### src/rtl/mrcrc_pkg.sv
// mrcrc_pkg: shared types, constants and the byte-wide CRC-32 update
// for the masked record CRC block. No dependencies.
package mrcrc_pkg;

	localparam logic [31:0] CRC_POLY     = 32'hEDB8_8320;
	localparam logic [31:0] CRC_ALL_ONES = 32'hFFFF_FFFF;
	localparam int unsigned POS_W        = 5;
	localparam logic [POS_W-1:0] MASK_A_END   = 5'd4;
	localparam logic [POS_W-1:0] MASK_B_START = 5'd16;
	localparam logic [POS_W-1:0] POSITION_MAX = 5'd20;

	// result handed from the CRC core to the output register
	typedef struct packed {
		logic        push;
		logic [31:0] checksum;
	} core_res_t;

	// reflected CRC-32, eight bit steps over one byte
	function automatic logic [31:0] crc_byte(input logic [31:0] crc, input logic [7:0] data);
		logic [31:0] c;
		c = crc ^ {24'd0, data};
		for (int i = 0; i < 8; i++) begin
			if (c[0]) begin
				c = (c >> 1) ^ CRC_POLY;
			end else begin
				c = c >> 1;
			end
		end
		return c;
	endfunction

	function automatic logic pos_masked(input logic [POS_W-1:0] pos);
		return (pos < MASK_A_END) || ((pos >= MASK_B_START) && (pos < POSITION_MAX));
	endfunction

endpackage

### src/rtl/mrcrc_core.sv
// mrcrc_core: running CRC and byte position state, one byte update per cycle while fire is high.
// Depends on mrcrc_pkg.
module mrcrc_core (
	input  logic                    clk,
	input  logic                    arst_n,
	input  logic                    fire,
	input  logic [7:0]              data_s1,
	input  logic                    last_s1,
	output mrcrc_pkg::core_res_t    res
);

	logic [31:0]                    crc_q;
	logic [mrcrc_pkg::POS_W-1:0]    pos_q;
	logic [7:0]                     value;
	logic [31:0]                    crc_next;

	// masked positions enter as zero
	assign value    = mrcrc_pkg::pos_masked(pos_q) ? 8'd0 : data_s1;
	assign crc_next = mrcrc_pkg::crc_byte(crc_q, value);

	assign res.push     = fire && last_s1;
	assign res.checksum = crc_next ^ mrcrc_pkg::CRC_ALL_ONES;

	always_ff @(posedge clk or negedge arst_n) begin
		if (!arst_n) begin
			crc_q <= mrcrc_pkg::CRC_ALL_ONES;
			pos_q <= '0;
		end else if (fire) begin
			if (last_s1) begin
				crc_q <= mrcrc_pkg::CRC_ALL_ONES;
				pos_q <= '0;
			end else begin
				crc_q <= crc_next;
				if (pos_q < mrcrc_pkg::POSITION_MAX) begin
					pos_q <= pos_q + 1'b1;
				end
			end
		end
	end

`ifndef SYNTHESIS
	a_pos_range: assert property (@(posedge clk) disable iff (!arst_n)
		pos_q <= mrcrc_pkg::POSITION_MAX)
		else $error("byte position beyond saturation");

	a_rearm: assert property (@(posedge clk) disable iff (!arst_n)
		(fire && last_s1) |=> (pos_q == '0) && (crc_q == mrcrc_pkg::CRC_ALL_ONES))
		else $error("state not rearmed after last byte");
`endif

endmodule

### src/rtl/mrcrc_out_reg.sv
// mrcrc_out_reg: output register holding a finished checksum until taken.
// Depends on mrcrc_pkg.
module mrcrc_out_reg (
	input  logic                    clk,
	input  logic                    arst_n,
	input  mrcrc_pkg::core_res_t    res,
	output logic                    out_valid,
	input  logic                    out_ready,
	output logic [31:0]             checksum
);

	logic        valid_q;
	logic [31:0] checksum_q;

	always_ff @(posedge clk or negedge arst_n) begin
		if (!arst_n) begin
			valid_q <= 1'b0;
		end else if (res.push) begin
			valid_q <= 1'b1;
		end else if (out_ready) begin
			valid_q <= 1'b0;
		end
	end

	always_ff @(posedge clk) begin
		if (res.push) begin
			checksum_q <= res.checksum;
		end
	end

	assign out_valid = valid_q;
	assign checksum  = checksum_q;

endmodule

### src/rtl/masked_record_crc32.sv
// masked_record_crc32: top level; input register, CRC core, output register.
// Depends on mrcrc_pkg, mrcrc_core and mrcrc_out_reg.
//
// Reflected CRC-32 (poly 0xEDB88320, init and final XOR all ones) over a
// record streamed one byte per transaction, bytes at positions 0-3 and 16-19
// taken as zero; the position counter saturates at 20 so later bytes are
// never masked. The transaction flagged last_byte yields one checksum
// transaction; other bytes yield none. Throughput is one byte per clock
// while no stall holds the input: the whole 8-bit update is combinational
// logic ahead of the running-CRC register. After its last byte is accepted,
// the checksum passes the input register, then the output register, before
// it is valid. A waiting checksum stalls input only when the next last
// byte reaches the input register; ordinary bytes flow on.
module masked_record_crc32 (
	input  logic        clk,
	input  logic        arst_n,
	input  logic        in_valid,
	output logic        in_ready,
	input  logic [7:0]  data_byte,
	input  logic        last_byte,
	output logic        out_valid,
	input  logic        out_ready,
	output logic [31:0] checksum
);

	logic                 valid_s1;
	logic [7:0]           data_s1;
	logic                 last_s1;
	logic                 advance;
	mrcrc_pkg::core_res_t res;

	// a byte leaves the input register unless it is a last byte and the
	// output register is still full and not being drained
	assign advance  = valid_s1 && (!last_s1 || !out_valid || out_ready);
	assign in_ready = !valid_s1 || advance;

	always_ff @(posedge clk or negedge arst_n) begin
		if (!arst_n) begin
			valid_s1 <= 1'b0;
		end else if (in_ready) begin
			valid_s1 <= in_valid;
		end
	end

	// payload: no reset needed
	always_ff @(posedge clk) begin
		if (in_ready && in_valid) begin
			data_s1 <= data_byte;
			last_s1 <= last_byte;
		end
	end

	mrcrc_core u_core (
		.clk     (clk),
		.arst_n  (arst_n),
		.fire    (advance),
		.data_s1 (data_s1),
		.last_s1 (last_s1),
		.res     (res)
	);

	mrcrc_out_reg u_out (
		.clk       (clk),
		.arst_n    (arst_n),
		.res       (res),
		.out_valid (out_valid),
		.out_ready (out_ready),
		.checksum  (checksum)
	);

`ifndef SYNTHESIS
	a_empty_ready: assert property (@(posedge clk) disable iff (!arst_n)
		!valid_s1 |-> in_ready)
		else $error("input register empty but not ready");

	a_no_overwrite: assert property (@(posedge clk) disable iff (!arst_n)
		(out_valid && !out_ready) |-> !res.push)
		else $error("checksum pushed over a waiting result");

	a_push_shown: assert property (@(posedge clk) disable iff (!arst_n)
		res.push |=> out_valid)
		else $error("pushed checksum not presented");
`endif

endmodule

### config.mk
export PLATFORM = sky130hd
export DESIGN_NAME = masked_record_crc32
export DESIGN_NICKNAME = d
export VERILOG_FILES = /design/src/rtl/mrcrc_pkg.sv /design/src/rtl/mrcrc_core.sv /design/src/rtl/mrcrc_out_reg.sv /design/src/rtl/masked_record_crc32.sv
export SDC_FILE = /design/constraint.sdc
export NUM_CORES = 1
export LEC_CHECK = 0
export BUFFER_PORTS_ARGS = -buffer_cell sky130_fd_sc_hd__buf_4
export CELL_PAD_IN_SITES_DETAIL_PLACEMENT = 1
export CELL_PAD_IN_SITES_GLOBAL_PLACEMENT = 2
export CORE_AREA = 2 2 104 106
export DETAILED_ROUTE_END_ITERATION = 8
export DIE_AREA = 0 0 106 108
export HOLD_SLACK_MARGIN = 0.06
export PLACE_DENSITY = 0.76
export SLEW_MARGIN = 40
export SYNTH_ARGS = -nofsm -noshare
export SYNTH_HDL_FRONTEND = slang
export SYNTH_HIERARCHICAL = 1
export SYNTH_SLANG_ARGS = --single-unit
### constraint.sdc
create_clock -name clk -period 3 [get_ports clk]
set_clock_uncertainty 0.05 [all_clocks]
set_input_delay 0.3 -clock clk [delete_from_list [all_inputs] [get_ports clk]]
set_output_delay 0.3 -clock clk [all_outputs]
set_load 0.02 [all_outputs]
==> Word level (Yosys, flattened, before mapping) <==
Index checks and enable logic that the tools add are counted.
{ "classes": {"reduce_logical": 14, "n_mux": 14, "n_lt_le_gt_ge": 3, "bitwise_logic": 10, "addsub": 1} }
{ "ops": {"columns": ["cell", "n"], "rows": [
  ["$mux 32", 9],
  ["$not 13->14", 8],
  ["$not 32->32", 1],
  ["$xor 32x8->32", 1],
  ["$mux 5", 2],
  ["$mux 8", 1],
  ["$add 5x1->5 const B", 1],
  ["$ge 5x5->1 const B", 1],
  ["$lt 5x3->1 const B", 1],
  ["$lt 5x5->1 const B", 1],
  ["$logic_and 1x1->1", 4],
  ["$logic_or 1x1->1", 4],
  ["$reduce_bool 2->1", 2],
  ["$logic_not 1->1", 3],
  ["$mux 1", 2],
  ["$reduce_and 2->1", 1]
]} }
{ "totals": {"output_inout_bits": 34, "word_cells": 49, "ff_bits": 80, "inputBits": 13} }

==> Logic depth before layout (Yosys ltp) <==
Gate-level depths: netlist of run 1.
{ "logic_depth": {"ltp_word": 22, "depth_mapped": 7} }

==> By module <==
The synthesis of run 1 kept the hierarchy.
{ "by_module_without_submodules": {"columns": ["mod", "area_per_inst_um2", "cells_each", "n_inst"], "rows": [
  ["mrcrc_core", 2800.2, 256, 1],
  ["mrcrc_out_reg", 997.2, 35, 1],
  ["masked_record_crc32", 345.3, 15, 1]
]} }

==> Worst setup path before layout of run 1 <==
No wires, ideal clock.
{ "synth_timing": {"path_kind": "register to register", "start": "register last_s1", "end": "register u_out.checksum_q[0] (netlist: u_out/checksum[0]), enable pin", "path_buffers": 1, "path_stages_with_launch": 5, "t_required_ns": 2.556, "path_slack_ns": 0.667, "setup_time_ns": 0.394, "t_arrival_ns": 1.889, "synth_period_minus_slack_ns": 2.333, "path_cell_list": "edfxtp_1 -> nand2_1 -> o21a_1 -> buf_1 -> and2_1"} }
{ "synth_rtl": {"columns": ["item", "line_no", "rtl"], "rows": [
  ["from (decl)", "masked_record_crc32.sv:28", "logic last_s1;"],
  ["from (signal assigned)", "masked_record_crc32.sv:49", "last_s1 <= last_byte;"],
  ["to (signal assigned)", "mrcrc_out_reg.sv:27", "checksum_q <= res.checksum;"],
  ["to (decl)", "mrcrc_out_reg.sv:13", "logic [31:0] checksum_q;"]
]} }

==> results of run 1 <==
[worst paths after layout]
path                       cells past startpoint  slack [ps]                 end             start
max                                            5         530  u_out/checksum[19]   u_core/pos_q[3]
min                                            1          80          data_s1[4]      data_byte[4]
max reg2reg                                    5         530  u_out/checksum[19]   u_core/pos_q[3]
min reg2reg                                    2         460    u_core/crc_q[30]  u_core/crc_q[30]
max in group asynchronous                      2        2070    u_core/crc_q[14]            arst_n
min in group asynchronous                      2         450     u_core/pos_q[3]            arst_n
[synthesized netlist by cell type, types with 4 or more instances]
| master | n | area share (%) |
|---|---|---|
| sky130_fd_sc_hd__o21ai_0 | 8 | 0.97 |
| sky130_fd_sc_hd__xor2_1 | 21 | 4.4 |
| sky130_fd_sc_hd__dfstp_2 | 32 | 20 |
| sky130_fd_sc_hd__clkbuf_1 | 4 | 0.36 |
| sky130_fd_sc_hd__dfrtp_1 | 7 | 4.2 |
| sky130_fd_sc_hd__edfxtp_1 | 41 | 30 |
| sky130_fd_sc_hd__inv_1 | 4 | 0.36 |
| sky130_fd_sc_hd__nor2_1 | 38 | 3.4 |
| sky130_fd_sc_hd__xnor2_1 | 34 | 7.2 |
| sky130_fd_sc_hd__a21oi_1 | 28 | 3.4 |
| sky130_fd_sc_hd__xnor3_1 | 13 | 7.1 |
| sky130_fd_sc_hd__nand2_1 | 11 | 1.0 |
| sky130_fd_sc_hd__clkbuf_8 | 4 | 1.3 |
[per-layer routing]
metal | vias to the layer above | GRT usage [%]
li1 | 1166 | -
met4 | 0 | 5.921
met3 | 13 | 3.677
met1 | 1238 | 23.94
met5 | - | 0
met2 | 50 | 28.29
[power groups by stage]
stage	Clock, W	Combinational (W)	Sequential [W]
floorplan	0	0.00252	0.00234
CTS	0.000969	0.00358	0.00222
global placement	0	0.00349	0.00222
detailed placement	0	0.00355	0.00223
finish	0.000945	0.00356	0.00221
global route	0.00102	0.00384	0.00226
[cell usage in the layout (no fill, tap or decap), types with 4 or more instances in the layout]
cell type / count
sky130_fd_sc_hd__nand2_1: 11
sky130_fd_sc_hd__xnor2_1: 34
sky130_fd_sc_hd__xor2_1: 21
sky130_fd_sc_hd__dlygate4sd3_1: 8
sky130_fd_sc_hd__edfxtp_1: 41
sky130_fd_sc_hd__xnor3_1: 13
sky130_fd_sc_hd__buf_4: 52
sky130_fd_sc_hd__dfrtp_1: 7
sky130_fd_sc_hd__a21oi_1: 28
sky130_fd_sc_hd__clkbuf_8: 9
sky130_fd_sc_hd__inv_1: 4
sky130_fd_sc_hd__dfstp_2: 32
sky130_fd_sc_hd__o21ai_0: 8
sky130_fd_sc_hd__nor2_1: 38
[cell type report]
cell class	count	share of cell area [%]
inverters	4	0.3067
multi-input cells	206	35.88
well taps	136	3.476
flip-flops and latches	80	45.90
clock inverters	6	2.223
repair buffers	60	9.609
clock buffers	10	2.607
[cells by family after synthesis]
| logic type | Yosys count | synth area share (%) |
|---|---|---|
| AND/OR/NAND/NOR | 69 | 8.155 |
| adder cells (fa/ha/maj) | 1 | 0.3020 |
| flip-flops | 80 | 54.24 |
| buffers and inverters | 20 | 3.412 |
| XOR/XNOR | 80 | 25.28 |
| AO/OA/AOI/OAI | 56 | 8.608 |
[sequential cells by signal, summed over array words and instances, names as in the netlist]
name / cells
data_s1: 8
u_core/crc_q: 32
u_core/pos_q: 5
u_out/out_valid: 1
valid_s1: 1
u_out/checksum: 32
last_s1: 1
[through the flow]
stage,hold WS [ps],worst slack [ps],power [W],std cells,area [µm²]
finish,78.64,527.8,0.006718,502,4896
detailed placement,278.1,669.5,0.005784,478,4579
global route,60.13,430.6,0.007115,502,4896
global placement,275.3,749.3,0.005704,478,4579
floorplan,-45.59,667.3,0.004860,306,4143
CTS,62.49,609.5,0.006773,495,4826
==> results.txt, run 1 <==
The flow ran to the end, and the final reports show no timing, DRC or antenna violations. The number of flops mapped to enable cells by yosys came out at 41. The longest individual stage delay on the worst path is 630 ps. The warning count from the yosys run came out at 6. The post-synthesis area per instance is 13.54 µm². The power density over the cells came out at around 1400 mW/mm². The relative contribution of combinational cells to total power came out at a little over half. During I/O placement, the number of pins put on the boundary was 47. The analysis attributes to net switching a power of 0.002416 W. Cells fill a little under half of the core in the end.

The min-delay analysis places its worst path in the category in -> reg. The detailed route wirelength on metal2 is approximately 4400 µm. The multi-input combinational cell area is about 0.0018 mm². The post-detailed-route DRC marker count is 0. The cell family contributing the most delay on the critical path is simple AND/OR/NAND/NOR gates. The relative slew slack came out at 58.79%. The endpoint kind of the worst setup timing path is a flop. The number of buffers inserted to repair setup after CTS is 0. The total grt overflow came out at 0. Walking the worst path, the cells encountered are nor2_2 > or3_4 > a211oi_1 > nor2_1 > xnor2_1. The post-synthesis sequential area ratio is 54.24%.

The area occupied by registers came out at 0.002247 mm². Setup violations remaining at the end of the flow were counted as 0. The worst-path maximum fanout is 12. The post-synthesis to final-layout area growth is 18.18%. The clock-pin slew reported for the worst setup and hold paths after clock tree synthesis came out at 80 ps. The ratio of cells with drive above 1 in the final layout is 33.33%. The post-layout net count is approximately 380. The count of buffers inserted at the top-level ports is 46. The sum of negative setup slack came out at 0 ps. The maximum number of pins on one net before global-route repair came out at 40. The height of the chip is 108 µm. The number of diodes added for antenna fixing is 0. The number of antenna violations at the first check in global routing is 0. In this run the deepest clock path goes through 2 buffers. The count of buffer and inverter cells on the critical path came out at 0. The overall fraction of global-route tracks in use came out at between 10% and 20%. Using the TritonRoute via totals, the vias-per-cell ratio works out to 4.914.

The wire length on met1 came out at 4505 µm. The leakage power of the design is 2.011 nW. The switching share of power came out at 35.96%. The post-synthesis net count came out at 320. The final-layout fill cell count is around 1,100. The post-cts resize count is 0. The number of global-route vias before repair came out at 2,623. For this run, the leading register cell type out of synthesis is sky130_fd_sc_hd__edfxtp_1.

The initial utilization of the core area, before any placement, comes to 40.49%. The last weighted congestion value of the routability-driven placer came out at between 0.8 and 0.9. The estimated wirelength of the detail-placed design came out at 6632 µm. After detailed routing, no signal wire sits above met4. The post-synthesis instance area is 0.004143 mm². The iteration count of the initial detailed-routing pass is 4. The floorplan die area is 0.01145 mm². The wire length of the first global-routing pass is 14,810 µm.

The routed length per instance is between 15 and 20 µm. The CTS buffer count is 9. The count of standard-cell rows came out at 37.

At the worst endpoint, the arrival time is 2520 ps. The endpoint required time on the critical path is around 3000 ps. TritonCTS built the clock tree. The transition time at the pin with the least slew margin came out at roughly 610 ps. For this design, the sink count on the clock tree is 80. The total number of H-tree levels is 3. Across the run, the number of max-cap violations was 0. The placeable core region came out at 0.01023 mm². The cell with the biggest individual delay on the critical path is sky130_fd_sc_hd__dfrtp_1. STA classifies the critical path startpoint as a flop. The die span in x is 106 µm. The violation count after the first detailed-route iteration came out at 66. The highest clock frequency the design can meet came out at ~400 MHz. For this block, the via count after detailed routing is between 2,000 and 2,500. The later-pin clock latency in the skew report came out at 350 ps. The fraction of power consumed by the clock network is 14.1%. The total wire length came out at 9370 µm. The routed design could run at a clock period as short as around 2500 ps. The detailed-routed wire length on met3 came out at 292 µm. The final-report max-slew violation count was 0. The cell count after synthesis came out at 306. The root cell of the clock tree is sky130_fd_sc_hd__clkbuf_8. The final antenna-violating net count is 0. The design internal power came out at 0.004302 W. The hold-fix buffer count after cts is 1. The number of synthesized register bits is 80. The share of flip-flops with an asynchronous set or reset after synthesis came out at 48.75%. The type of the worst setup path is reg -> reg. Dividing the final minimum period by the clock period gives between 80% and 90%. Setup repair after global routing left no endpoint under its margin. The number of distinct library cells after synthesis is 53. The worst vdd rail ir drop came out at 0.0005265 V. The final-report hold violation count came out at 0. The sequential fraction of design power is 32.9%.
(Power assumes the default switching activity.)
==> run 2, diff against run 1 <==
clock period = 2.5 ns   (was 3 ns; I/O delays follow)
==> run 2 against run 1 <==
Non-clock buffer count up 7. Core utilization is 0.33 points higher. Register-to-register slack got worse by 330 ps. Largest cell class unchanged. Via count grew 2.3%. Global-route usage up 0.16 points. Routed wire length is 0.37% lower.
==> results.txt, run 2 (synthesis gave the netlist of run 1 again) <==
The longest individual stage delay on the worst path was 600 ps (-30 ps). TritonCTS built the clock tree. The placed cell count is 482 (+0.84%).

The share of the cycle needed by the critical path after routing came out at 91.93% (+9.5 points). The final-report max-slew violation count was 0 (unchanged). The number of buffers inserted to repair setup after CTS came out at 0 (unchanged). The count of boundary I/O pins is 47 (unchanged). The via-per-instance ratio came to 4.957 (+0.86%).

The total grt overflow was 0 (unchanged). The final-report hold violation count is 0 (unchanged). The highest clock frequency the design can meet came to 435.1 MHz (+7.6%).

The design internal power came to 0.005055 W (+17%). The ratio of cells with drive above 1 in the final layout came out at 34.32% (+0.98 points). The switching share of power is 36.31% (+0.35 points). The starting density of the core came out at 40.49% (unchanged). The final instance area came out at 0.004930 mm² (+0.69%). The fraction of power consumed by the clock network came out at 12.2% (-1.9 points). The sum of negative setup slack came out at 0 ps (unchanged).

The number of antenna violations at the first check in global routing came out at 0 (unchanged). The min-delay analysis places its worst path in the category in -> reg. The routed length per instance is 18.34 µm (-1.7%). The worst vdd rail ir drop came to 0.0006697 V (+27%). The category of the worst setup path launch point is a flop. The post-synthesis to final-layout area growth came out at 19.00%.

The number of global-route vias before repair was 2,706 (+3.2%). The cell with the biggest individual delay on the critical path is sky130_fd_sc_hd__dfrtp_1. Setup repair after global routing left no endpoint under its margin. Walking the worst path, the cells encountered are nor2_2 > o21ai_0 > nand2_4 > xnor3_2. The later-pin clock latency in the skew report is 350 ps (about the same). The final setup violation count is 0 (unchanged). The final design utilization came to 48.18% (+0.33 points). The critical path in this run is classified as reg -> reg.

The count of standard-cell rows is 37 (unchanged). The final antenna-violating net count came out at 0 (unchanged). The arrival time at the worst endpoint came out at 2340 ps (-180 ps). The placeable core region is 0.01023 mm² (unchanged). The wire length of the first global-routing pass is 15,100 µm (+2.0%). The iteration count of the initial detailed-routing pass is 4 (unchanged). The post-layout net count came to 382 (+1.9%). Leaving out fill and tap cells, the most frequent cell in the layout is sky130_fd_sc_hd__buf_4. The number of buffers on the longest clock path is 2 (unchanged). The power density over the cells is 1610 mW/mm² (+17%). The number of diodes added for antenna fixing is 0 (unchanged). The cell area reported after detailed placement came to 0.004609 mm² (+0.66%). The die span in x was 106 µm (unchanged). The sink count of the clock tree is 80 (unchanged). The count of buffers inserted at the top-level ports is 46 (unchanged).

The violation count after the first detailed-route iteration is 102 (+55%). The root buffer cell chosen for the clock tree is sky130_fd_sc_hd__clkbuf_8. The post-detailed-route DRC marker count came out at 0 (unchanged).

The number of max-cap violations came out at 0 (unchanged). The height of the chip was 108 µm (unchanged). The leakage power of the design is 2.027 nW (+0.84%).

The count of vias placed by the detailed router is 2,523 (+2.3%). The relative slew slack came out at 62.95% (+4.2 points). The estimated wirelength of the detail-placed design was 6543 µm (-1.3%). The last weighted congestion value of the routability-driven placer came to 0.8392 (+1.0%).

The floorplan die area is 0.01145 mm² (unchanged). The endpoint required time on the critical path is 2550 ps (-500 ps). The clock-pin slew reported for the worst setup and hold paths after clock tree synthesis is 90 ps (about the same). The maximum number of pins on one net before global-route repair is 40 (unchanged). The endpoint kind of the worst setup timing path is a flop. The CTS buffer count is 9 (unchanged). The post-layout minimum cycle time came out at 2298 ps (-173.9 ps). The worst-path maximum fanout is 12 (unchanged). The transition time at the pin with the least slew margin is 549.9 ps (-63.90 ps). The post-route non-filler standard cell count is 509 (+1.4%). The total number of H-tree levels is 3 (unchanged). The relative contribution of combinational cells to total power is 54.4% (+1.4 points). The final-layout fill cell count is 1,068 (+0.38%). The power after layout came to 0.007936 W (+18%).

The overall fraction of global-route tracks in use came out at 17.74% (+0.16 points). The switching power of the nets came to 0.002882 W (+19%). The sequential fraction of design power came out at 33.4% (+0.5 points).

The total wire length is 9335 µm (-0.37%). The run finished with clean final reports. The library cells used most frequently in the layout, excluding fill and tap cells, are sky130_fd_sc_hd__buf_4, sky130_fd_sc_hd__edfxtp_1, sky130_fd_sc_hd__nor2_1.
## run 2: final cells by class
type / instances / area [µm²] / share of cell area [%]
multi-input combinational: 206 / 1769 / 35.89
timing repair buffer: 67 / 530.5 / 10.76
clock buffer: 11 / 141.4 / 2.868
inverter: 4 / 15.01 / 0.3046
sequential: 80 / 2247 / 45.58
tap: 136 / 170.2 / 3.452
clock inverter: 5 / 56.30 / 1.142
## run 2: timing repair
item / in CTS / in global routing
hold buffers: 11 / 0
resized for setup: 0 / 2
hold endpoints to repair: 17 / 0
setup endpoints to repair: 0 / 3
## run 2: per-layer routing
layer  wire length (µm)  vias up  global-route usage (%)
li1                   -     1174                       -
met1               4362     1275                   24.44
met2               4469       62                   28.48
met3                340       12                   3.014
met4                163        0                   6.485
met5                  0        -                       0
## run 2: worst paths after layout
kind | startpoint | cells after the start | to | slack [ps]
min in group asynchronous | arst_n | 2 | u_out/out_valid | 410
setup / recovery | u_core/pos_q[3] | 4 | u_out/checksum[23] | 200
hold / removal | out_ready | 3 | u_out/out_valid | 140
max in group asynchronous | arst_n | 2 | u_core/pos_q[3] | 1620
setup reg to reg | u_core/pos_q[3] | 4 | u_out/checksum[23] | 200
hold reg to reg | u_core/crc_q[28] | 2 | u_core/crc_q[28] | 460
## run 2: power groups by stage
stage / sequential (W) / clock, W / combinational [W]
after floorplan: 0.00281 / 0 / 0.00302
after global placement: 0.00267 / 0 / 0.00421
after detailed placement: 0.00268 / 0 / 0.00428
after CTS: 0.00266 / 0.000996 / 0.00435
after global routing: 0.00272 / 0.00104 / 0.00466
final: 0.00265 / 0.000965 / 0.00432
## run 2: worst max-delay path, delay by kind of cell, from the launching register on
family	cells	cell delay, ps
flops	1	600
xor+xnor	1	470
compound gates	1	500
simple gates	2	420
## run 2: through the flow
stage	setup WS, ps	hold WS [ps]
6_report	201.7	143.5
5_1_grt	15.80	153.6
4_1_cts	157.2	130.1
3_5_place_dp	172.9	229.5
3_3_place_gp	224.3	223.4
2_1_floorplan	167.3	-95.59
==> run 3, diff against run 2 <==
SETUP_SLACK_MARGIN = 0.5   (was unset)
==> run 3 against run 2 <==
Fmax grew 9.1%. Final cell count grew 9.4%. Hold slack lost 0.73 ps. Clock power shrank 3.6%. Die area is the same. Sequential share of layout area shrank 5.3 points. Critical path type unchanged. Non-clock buffer count grew 46. Largest cell class unchanged.
==> results.txt, run 3 (synthesis gave the netlist of run 1 again) <==
The run finished with clean final reports. The area growth from synthesis to layout is 34.94%. The die span in x is 106 µm (unchanged). The root buffer cell chosen for the clock tree is sky130_fd_sc_hd__clkbuf_8. The layer flagged by global routing as most heavily used is met2.

The number of max-cap violations came out at 0 (unchanged). The total wire length is 10,530 µm (+13%). The met1 global-route usage is 24.38% (-0.063 points). The final design utilization came out at 54.64% (+6.5 points). The CTS buffer count is 9 (unchanged). The depth of the most critical reg-to-reg path came out at 5 (+1).

The sink count of the clock tree is 80 (unchanged). The final-report hold violation count is 0 (unchanged). The count of vias placed by the detailed router came out at 2,732 (+8.3%). The count of buffers inserted at the top-level ports is 46 (unchanged). The cell area reported after detailed placement came out at 0.004634 mm² (+0.54%). The number of global-route vias before repair is 2,779 (+2.7%). STA classifies the critical path endpoint as a flop. The estimated wirelength of the detail-placed design is 6518 µm (-0.38%). The sum of negative setup slack is 0 ps (unchanged).

The setup slack on the worst flop-to-flop path was 390 ps (+190 ps). The number of buffers on the longest clock path came out at 2 (unchanged). The last weighted congestion value of the routability-driven placer came out at 0.7911 (-5.7%). The final-layout fill cell count is 1,026 (-3.9%). STA classifies the critical path startpoint as a flop. The overall fraction of global-route tracks in use is 18.39% (+0.64 points). Leaving out fill and tap cells, the most frequent cells in the layout are sky130_fd_sc_hd__buf_4, sky130_fd_sc_hd__edfxtp_1, sky130_fd_sc_hd__nor2_1. The worst vdd rail ir drop came out at 0.0005147 V (-23%).

The maximum number of pins on one net before global-route repair is 40 (unchanged). The count of boundary I/O pins was 47 (unchanged). The via-per-instance ratio came out at 4.905 (-1.0%). The final setup violation count came out at 0 (unchanged). The final instance area came out at 0.005590 mm² (+13%). The number of diodes added for antenna fixing is 0 (unchanged). The highest clock frequency the design can meet came out at 474.8 MHz (+9.1%).

The cell depth of the worst hold path was 3 (unchanged). The iteration count of the initial detailed-routing pass was 5 (+1). The met2 routing resource usage after global routing is 30.60% (+2.1 points). By startpoint and endpoint, the worst setup path is classified as reg -> reg. The final antenna-violating net count is 0 (unchanged).

The power after layout is 0.009118 W (+15%). The later-pin clock latency in the skew report came to 370 ps (+20 ps). The violation count after the first detailed-route iteration is 55 (-46%). The post-layout minimum cycle time came out at 2106 ps (-192.0 ps). The met3 layer usage reported by global route came to 2.471% (-0.54 points). The starting density of the core came out at 40.49% (unchanged). The power density over the cells came out at 1631 mW/mm² (+1.3%). The transition time at the pin with the least slew margin is 532.4 ps (-17.44 ps). The final-report max-slew violation count is 0 (unchanged).

The arrival time at the worst endpoint is 2170 ps (-170 ps). The wire length of the first global-routing pass came out at 15,450 µm (+2.3%). The number of antenna violations at the first check in global routing is 0 (unchanged).

The worst-path maximum fanout is 6 (-6). The floorplan die area is 0.01145 mm² (unchanged). The total number of H-tree levels is 3 (unchanged). The count of standard-cell rows came out at 37 (unchanged). The relative slew slack was 64.50% (+1.6 points). The endpoint required time on the critical path came out at 2560 ps (about the same). The post-layout net count came out at 430 (+13%). The total grt overflow came to 0 (unchanged). Leaving out fill and tap cells, the most frequent cell in the layout is sky130_fd_sc_hd__buf_4.

The height of the chip is 108 µm (unchanged). The placeable core region is 0.01023 mm² (unchanged). The routed length per instance is 18.91 µm (+3.1%). The path class of the tightest hold or removal check is in -> reg.

The share of the cycle needed by the critical path after routing is 84.25% (-7.7 points). The clock-pin slew reported for the worst setup and hold paths after clock tree synthesis is 90 ps (about the same). Setup repair after global routing could not meet its margin everywhere.

The leakage power of the design is 2.338 nW (+15%). TritonCTS built the clock tree. The ratio of cells with drive above 1 in the final layout came out at 49.17% (+15 points). The post-detailed-route DRC marker count came out at 0 (unchanged).
[run 3: changes by cell type in the layout (fill, tap and decap cells not counted), sizes merged]
| cell | delta |
|---|---|
| or2 | +1 |
| nor2 | +1 |
| clkinvlp | +1 |
| buf | +46 |
| clkinv | -2 |
| bufinv | -1 |
| clkbuf | +2 |
[run 3: path summary, 6_finish.rpt]
check                            startpoint            endpoint
setup / recovery            u_core/crc_q[7]  u_out/checksum[20]
hold / removal                    out_ready     u_out/out_valid
setup reg to reg            u_core/crc_q[7]  u_out/checksum[20]
hold reg to reg            u_core/crc_q[28]    u_core/crc_q[28]
max in group asynchronous            arst_n     u_core/pos_q[3]
min in group asynchronous            arst_n     u_out/out_valid
[run 3: worst max-delay path, cell delays in order (launching register included)]
cell                      delay, ps
sky130_fd_sc_hd__dfstp_2        630
sky130_fd_sc_hd__xnor2_4        110
sky130_fd_sc_hd__or3_4          430
sky130_fd_sc_hd__nand2_8        100
sky130_fd_sc_hd__buf_6          100
sky130_fd_sc_hd__xnor3_2        420
[run 3: where the power goes]
part | switching, W | total, W | internal (W)
clock | 0.000484 | 0.000930 | 0.000446
sequential | 0.000320 | 0.00264 | 0.00232
combinational | 0.00253 | 0.00555 | 0.00302
total | 0.00333 | 0.00912 | 0.00579
[run 3: layer usage]
metal | part of all wire, % | vias to the layer above | wire (µm)
met4 | 2.6 | 0 | 273
met5 | 0 | - | 0
met1 | 44 | 1375 | 4583
li1 | - | 1275 | -
met3 | 2.8 | 17 | 292
met2 | 51 | 65 | 5382
[run 3: area by class of cell]
class                   instances  area (µm²)  share of cell area [%]
clock buffers                  13       168.9                   3.021
clock inverters                 3       23.77                  0.4252
inverters                       4       15.01                  0.2686
multi-input cells             208        2008                   35.92
flip-flops and latches         80        2250                   40.24
well taps                     136       170.2                   3.044
repair buffers                113       954.7                   17.08
[run 3: repair_timing]
item	in CTS	in global routing
gates resized for setup	26	23
hold buffers	11	0
endpoints found under the hold margin	17	0
pin swaps	15	18
gates cloned	1	1
endpoints found under the setup margin	41	30
buffers inserted	24	24
[run 3: metrics by stage]
| step | worst slack (ps) | std cells | hold WS, ps |
|---|---|---|---|
| global route | 348.2 | 557 | 163.2 |
| floorplan | 500.8 | 306 | -95.59 |
| finish | 393.7 | 557 | 142.8 |
| CTS | 426.6 | 532 | 136.7 |
| global placement | 258.5 | 480 | 222.5 |
| detailed placement | 195.3 | 480 | 225.7 |
